$ cat src/rtl/rtec_pkg.sv
// ----------------------------------------------------------------------------
// rtec_pkg
// Types and constants shared by the reduced temperature correlation pipeline.
// ----------------------------------------------------------------------------
package rtec_pkg;

  typedef struct packed {
    logic vld;
    logic sat;
    logic ovf;
  } rtec_ctl_t;

  typedef enum logic [2:0] {
    CFG_COEF_CBRT        = 3'd0,
    CFG_COEF_FOUR_THIRDS = 3'd1,
    CFG_CRITICAL_TEMP    = 3'd2,
    CFG_OFFSET_TEMP      = 3'd3,
    CFG_SCALE_FACTOR     = 3'd4
  } rtec_cfg_idx_t;

  localparam int DIV_STAGES  = 33;
  localparam int CBRT_STAGES = 23;
  localparam int EXP_STAGES  = 31;
  localparam int TOP_STAGES  = 10;

endpackage

$ cat src/rtl/rtec_div.sv
// ----------------------------------------------------------------------------
// rtec_div
// Pipelined restoring divider, one quotient bit per stage: (num << 16) / den,
// saturating to all ones when the quotient needs more than 32 bits.
// ----------------------------------------------------------------------------
module rtec_div (
  input  logic                clk,
  input  logic                rst_n,
  input  logic                in_vld,
  input  logic [31:0]         in_num,
  input  logic [31:0]         in_den,
  output rtec_pkg::rtec_ctl_t out_ctl,
  output logic [31:0]         out_tr
);
  import rtec_pkg::*;

  localparam int N = DIV_STAGES - 1;

  logic        vld_r [0:N];
  logic        sat_r [0:N];
  logic [31:0] rem_r [0:N];
  logic [31:0] dvd_r [0:N];
  logic [31:0] quo_r [0:N];
  logic [31:0] den_r [0:N];

  logic [32:0] trial   [1:N];
  logic        ge      [1:N];
  logic [31:0] rem_nxt [1:N];

  always_comb begin
    for (int i = 1; i <= N; i++) begin
      trial[i]   = {rem_r[i-1], dvd_r[i-1][31]};
      ge[i]      = trial[i] >= {1'b0, den_r[i-1]};
      rem_nxt[i] = ge[i] ? 32'(trial[i] - {1'b0, den_r[i-1]}) : trial[i][31:0];
    end
  end

  always_ff @(posedge clk) begin
    if (!rst_n) begin
      for (int i = 0; i <= N; i++) vld_r[i] <= 1'b0;
    end else begin
      vld_r[0] <= in_vld;
      for (int i = 1; i <= N; i++) vld_r[i] <= vld_r[i-1];
    end
  end

  always_ff @(posedge clk) begin
    // quotient overflows 32 bits when num >= den * 2^16
    sat_r[0] <= {16'h0, in_num} >= {in_den, 16'h0};
    rem_r[0] <= {16'h0, in_num[31:16]};
    dvd_r[0] <= {in_num[15:0], 16'h0};
    quo_r[0] <= '0;
    den_r[0] <= in_den;
    for (int i = 1; i <= N; i++) begin
      sat_r[i] <= sat_r[i-1];
      rem_r[i] <= rem_nxt[i];
      dvd_r[i] <= {dvd_r[i-1][30:0], 1'b0};
      quo_r[i] <= {quo_r[i-1][30:0], ge[i]};
      den_r[i] <= den_r[i-1];
    end
  end

  assign out_ctl = '{vld: vld_r[N], sat: sat_r[N], ovf: 1'b0};
  assign out_tr  = sat_r[N] ? 32'hFFFF_FFFF : quo_r[N];

endmodule

$ cat config.mk
export PLATFORM = sky130hd
export DESIGN_NAME = rtec_div
export DESIGN_NICKNAME = d
export VERILOG_FILES = /design/src/rtl/rtec_pkg.sv /design/src/rtl/rtec_div.sv
export SDC_FILE = /design/constraint.sdc
export NUM_CORES = 2
export LEC_CHECK = 0
export BUFFER_PORTS_ARGS = -buffer_cell sky130_fd_sc_hd__buf_2
export CORE_MARGIN = 2
export CORE_UTILIZATION = 35
export DETAILED_ROUTE_END_ITERATION = 10
export GPL_TIMING_DRIVEN = 0
export PLACE_DENSITY = 0.6
export SYNTH_ARGS = -nofsm -noshare
export SYNTH_HDL_FRONTEND = slang
export SYNTH_MEMORY_MAX_BITS = 65536
export SYNTH_SLANG_ARGS = --single-unit
$ cat constraint.sdc
create_clock -name clk -period 4.5 [get_ports clk]
set_input_delay 0.225 -clock clk [delete_from_list [all_inputs] [get_ports clk]]
set_output_delay 0.225 -clock clk [all_outputs]
set_load 0.005 [all_outputs]
# [Yosys cells after proc, flatten, opt, wreduce, memory -nomap -nowiden]
# Memory sizes are Yosys's and may differ from the RTL's.
# Cells that the tools add are included.
[classes] add_sub_neg=32 n_lt_le_gt_ge=33 mux=68 bitwise_logic=33
[op_table] cell="$ge 33x32->1" count=32
[op_table] cell="$mux 32" count=33
[op_table] cell="$sub 32x32->32" count=32
[op_table] cell="$ge 32x48->1" count=1
[op_table] cell="$mux 1" count=35
[op_table] cell="$or 1x1->1" count=33
[word_totals] register_bits=0 ram_bits=4257 in_bits=67 out_inout_bits=35 mem_count=6
[memory_table] memory="den_r" words=33 word_bits=32 rd=32 rd_clocked_by_memory_dff=0 wr=33 line="rtec_div.sv:24" rtl="logic [31:0] den_r [0:N];"
[memory_table] memory="quo_r" words=33 word_bits=32 rd=33 rd_clocked_by_memory_dff=0 wr=33 line="rtec_div.sv:23" rtl="logic [31:0] quo_r [0:N];"
[memory_table] memory="rem_r" words=33 word_bits=32 rd=32 rd_clocked_by_memory_dff=0 wr=33 line="rtec_div.sv:21" rtl="logic [31:0] rem_r [0:N];"
[memory_table] memory="dvd_r" words=33 word_bits=31 rd=32 rd_clocked_by_memory_dff=0 wr=33 line="rtec_div.sv:22" rtl="logic [31:0] dvd_r [0:N];"
[memory_table] memory="sat_r" words=33 word_bits=1 rd=33 rd_clocked_by_memory_dff=0 wr=33 line="rtec_div.sv:20" rtl="logic sat_r [0:N];"
[memory_table] memory="vld_r" words=33 word_bits=1 rd=33 rd_clocked_by_memory_dff=0 wr=33 line="rtec_div.sv:19" rtl="logic vld_r [0:N];"

# [Depth between registers and ports, before layout]
# An unclocked memory read counts as a cell.
[depth] depth_word=3 ltp_mapped=16 ltp_nobuf=14

# [Least setup slack after synthesis]
# No wires, ideal clock.
[synth_path] kind="reg-to-reg" start="memory den_r[2][1] (netlist: den_r[0][65])" end="memory rem_r[3][24] (netlist: rem_r[0][120])" arrival_time_ns=3.673 slack_ns=0.706 path_stages_with_launch=15 path_buffers=1 synth_period_minus_slack_ns=3.794 cell_sequence="dfxtp_1 inv_1 ha_1 nor2b_4 o31ai_2 or4b_1 a311o_1 a31oi_2 o21ai_1 a311o_1 a221oi_2 a21oi_1 o32ai_4 buf_6 mux2_2"
[synth_rtl] item="start: declaration" line="rtec_div.sv:24"
[synth_rtl] item="end: declaration" line="rtec_div.sv:21"

==> results by group <==
Setup path
  • Crit-path max cell delay: 0.49 ns
  • Crit start category: register
  • R2r worst-path depth: 14
  • CP arrival: 5.06 ns
  • Top Family by Delay on Critical Path: compound AO/OA/AOI/OAI gates
  • Worst setup EP type: register
  • CP Max Fanout: 10
  • Crit path depth: 14
  • Worst R2R Setup Slack: 0.19 ns
  • Crit-path slowest cell: or3_1
  • Req. time, crit path: 5.25 ns
  • Setup CP Type: register to register
  • Worst path bufs/invs: 3
  • Cells along the critical path: inv_1 > ha_1 > o21ai_0 > a21oi_1 > o31ai_2 > a221oi_1 > or3_1 > a31oi_4 > o21ai_1 > a31o_2 > a31oi_4 > clkbuf_2 > inv_1 > a41o_1

Timing
  • Slew Limit Headroom: 15.2%
  • Fin crit share: 95.8%
  • Min Hold Slack: 0.168 ns
  • Setup violators final: 0
  • Tmin final: 4.31 ns
  • Final Skew: 0.0470 ns
  • Worst slew pin tran: 1.26 ns
  • Final Hold Fails: 0
  • Fmax achieved: 232 MHz
  • Slew Limit Fails: 0

Placed design
  • Port Buf Inserts: 100
  • RD Place Congestion: 0.899
  • Post-DP HPWL: 226 mm
  • Placed Cells: 17,000

Hold path
  • Hold Crit Class: primary input to register
  • Hold depth: 3

Logic synthesis
  • Sequential share of the synthesized area: 46.5%
  • Post-synthesis register bit count: 2,762
  • Top_reg_cell synth: dfxtp_1
  • Mean Syn Cell Area: 9.59 um2
  • Async S/R FF share, synth: 0%
  • Number of library cell types mapped by synthesis: 88
  • Synthesized Nets: 13,500
  • Synth warn: 0
  • Syn Inst Count: 12,400
  • EDFF count, synth: 0
  • Synthesized area: 119,000 um2

Routing
  • Routed WL: 291 mm
  • First-pass iteration count of the detailed router: 6
  • Final ANT Viol Nets: 0
  • Via count: 86,100
  • Vias per cell: 4.86
  • Initial drt markers: 5,212
  • DRC: 0
  • Routed WL per cell: 16.4 um

Layout
  • Final core occ: 40.4%
  • Most frequent cells in the layout: dfxtp_1 (2,761), inv_1 (1,281), ha_1 (1,024)
  • Layout cell share with drive strength beyond 1: 9.12%
  • Filler cells: 33,500
  • Finished Layout Cells: 17,700
  • Syn-to-layout area delta: 15.3%
  • Final net count: 14,100
  • Most common cell after layout, fill and taps aside: dfxtp_1

Clocking
  • Clock sinks: 2,762
  • Total CTS buffers: 293
  • TritonCTS clock tree: yes
  • H-tree level count: 5
  • Worst-Skew Late Latency: 0.90 ns
  • Clk root buf: clkbuf_16
  • Worst-path clk slew: 0.07 ns
  • Clock Path Buffers: 4

Power and ir drop
  • Clock power frac: 26.0%
  • Sw Share: 36.1%
  • Leakage power: 63.2 nW
  • Flop pwr share: 34.4%
  • Switching Power: 34.8 mW
  • Max VDD drop: 0.000337 V
  • Cell internal pwr: 61.6 mW
  • Power Density: 704 nW/um2
  • Comb power frac: 39.7%

Global routing
  • First-pass GRT wire length: 452 mm
  • Total gr overflow: 0
  • Pin count of the biggest net entering global routing: 16
  • Vias in the first global route: 82,900
  • GRT Resource Usage Total: 16.2%
  • Initial antenna violation count: 7

Flow run
  • Max-cap violations: 0

Floorplan
  • Initial Util: 35.1%
  • Die Width: 587 um
  • # rows: 214
  • Core area: 339,000 um2
  • Top Ports: 102
  • Die H: 587 um
  • DIE AREA: 344,000 um2

Outcome
  • Outcome: finished clean
cells in the mapped netlist, drive strengths merged, types with 106 or more instances:
cell type  number  share of area, %
dfxtp        2762                47
inv          1281               4.0
ha           1024                11
a21oi         960               4.0
o21ai         826               3.5
nand2         825               2.6
nor2          603               1.9
a21o          526               3.3
xnor2         477               3.5
mux2          400               3.8
xor2          336               2.5
clkbuf        249              0.79
nand3         195              0.82
nand2b        158              0.83
nor2b         152              0.81
nand4         142              0.75
nor3          120              0.51
o21a          112              0.71
a31oi         107              0.57
o21bai        106              0.67
state kept, by name, indices dropped and copies added, names as in the netlist:
signal  cells
quo_r     528
rem_r    1008
vld_r      33
dvd_r     136
sat_r      33
den_r    1024
metrics by stage:
stage	TNS [ns]	total power [mW]	cell area, um2	setup WS, ns
floorplan	0	61.3	119000	0.706
global placement	-90.66	71.0	125000	-1.03
detailed placement	-84.56	71.1	125000	-1.04
CTS	0	96.9	137000	0.000483
global route	-0.0135	103	137000	-0.00885
finish	0	96.4	137000	0.191
final cells by class:
| type | instances | area (um2) | share of cell area, % |
|---|---|---|---|
| flip-flops and latches | 2762 | 55300 | 40.3 |
| well taps | 4536 | 5680 | 4.14 |
| multi-input cells | 8080 | 58000 | 42.3 |
| plain buffers | 272 | 1160 | 0.844 |
| diodes | 7 | 17.5 | 0.0128 |
| inverters | 1281 | 4810 | 3.51 |
| repair buffers | 246 | 1950 | 1.42 |
| clock buffers | 403 | 8390 | 6.12 |
| clock inverters | 128 | 1800 | 1.31 |
timing repair:
action                                  CTS  global route
buffers inserted                          8             4
endpoints found under the hold margin    98             0
gates cloned                              0             0
pin swaps                                 3             6
resized for setup                        45           101
endpoints found under the setup margin  427           569
hold buffers                            131             0
per-layer routing:
| metal | GRT usage (%) | routed length [um] | vias up |
|---|---|---|---|
| met5 | 0 | 27 | - |
| met4 | 4.62 | 7750 | 4 |
| met3 | 2.04 | 13000 | 449 |
| met2 | 27.9 | 136000 | 1659 |
| met1 | 21.2 | 133000 | 40100 |
| li1 | - | - | 43900 |
kinds of logic (layout without fill, tap and decap cells):
| family | after synthesis | count (layout) | synth area share (%) |
|---|---|---|---|
| AO/OA/AOI/OAI | 3193 | 3193 | 16.7 |
| other | 1 | 8 | 0.00315 |
| multiplexers | 431 | 431 | 4.05 |
| adder cells (fa/ha/maj) | 1055 | 1055 | 11.3 |
| XOR/XNOR | 813 | 813 | 5.99 |
| AND/OR/NAND/NOR | 2587 | 2587 | 10.5 |
| flip-flops | 2762 | 2762 | 46.5 |
| buffers and inverters | 1557 | 2330 | 4.96 |
worst paths after layout:
kind / from / endpoint
max: den_r[0][898] / rem_r[0][956]
min: rst_n / vld_r[2][7]
max reg2reg: den_r[0][898] / rem_r[0][956]
min reg2reg: dvd_r[0][59] / dvd_r[0][91]
worst min-delay path, delay by kind of cell:
family	cells	cell delay, ns
buffers and inverters	2	0.66
AND/OR/NAND/NOR	1	0.12
power groups by stage:
stage          Combinational, mW  Sequential [mW]  Clock [mW]
4_1_cts                     37.9             33.2        25.8
3_3_place_gp                37.3             33.7           0
2_1_floorplan               29.3             32.0           0
5_1_grt                     42.7             33.6        26.8
3_5_place_dp                37.4             33.7           0
6_report                    38.3             33.1        25.0
Note: power is estimated with default switching activity, not from simulation.
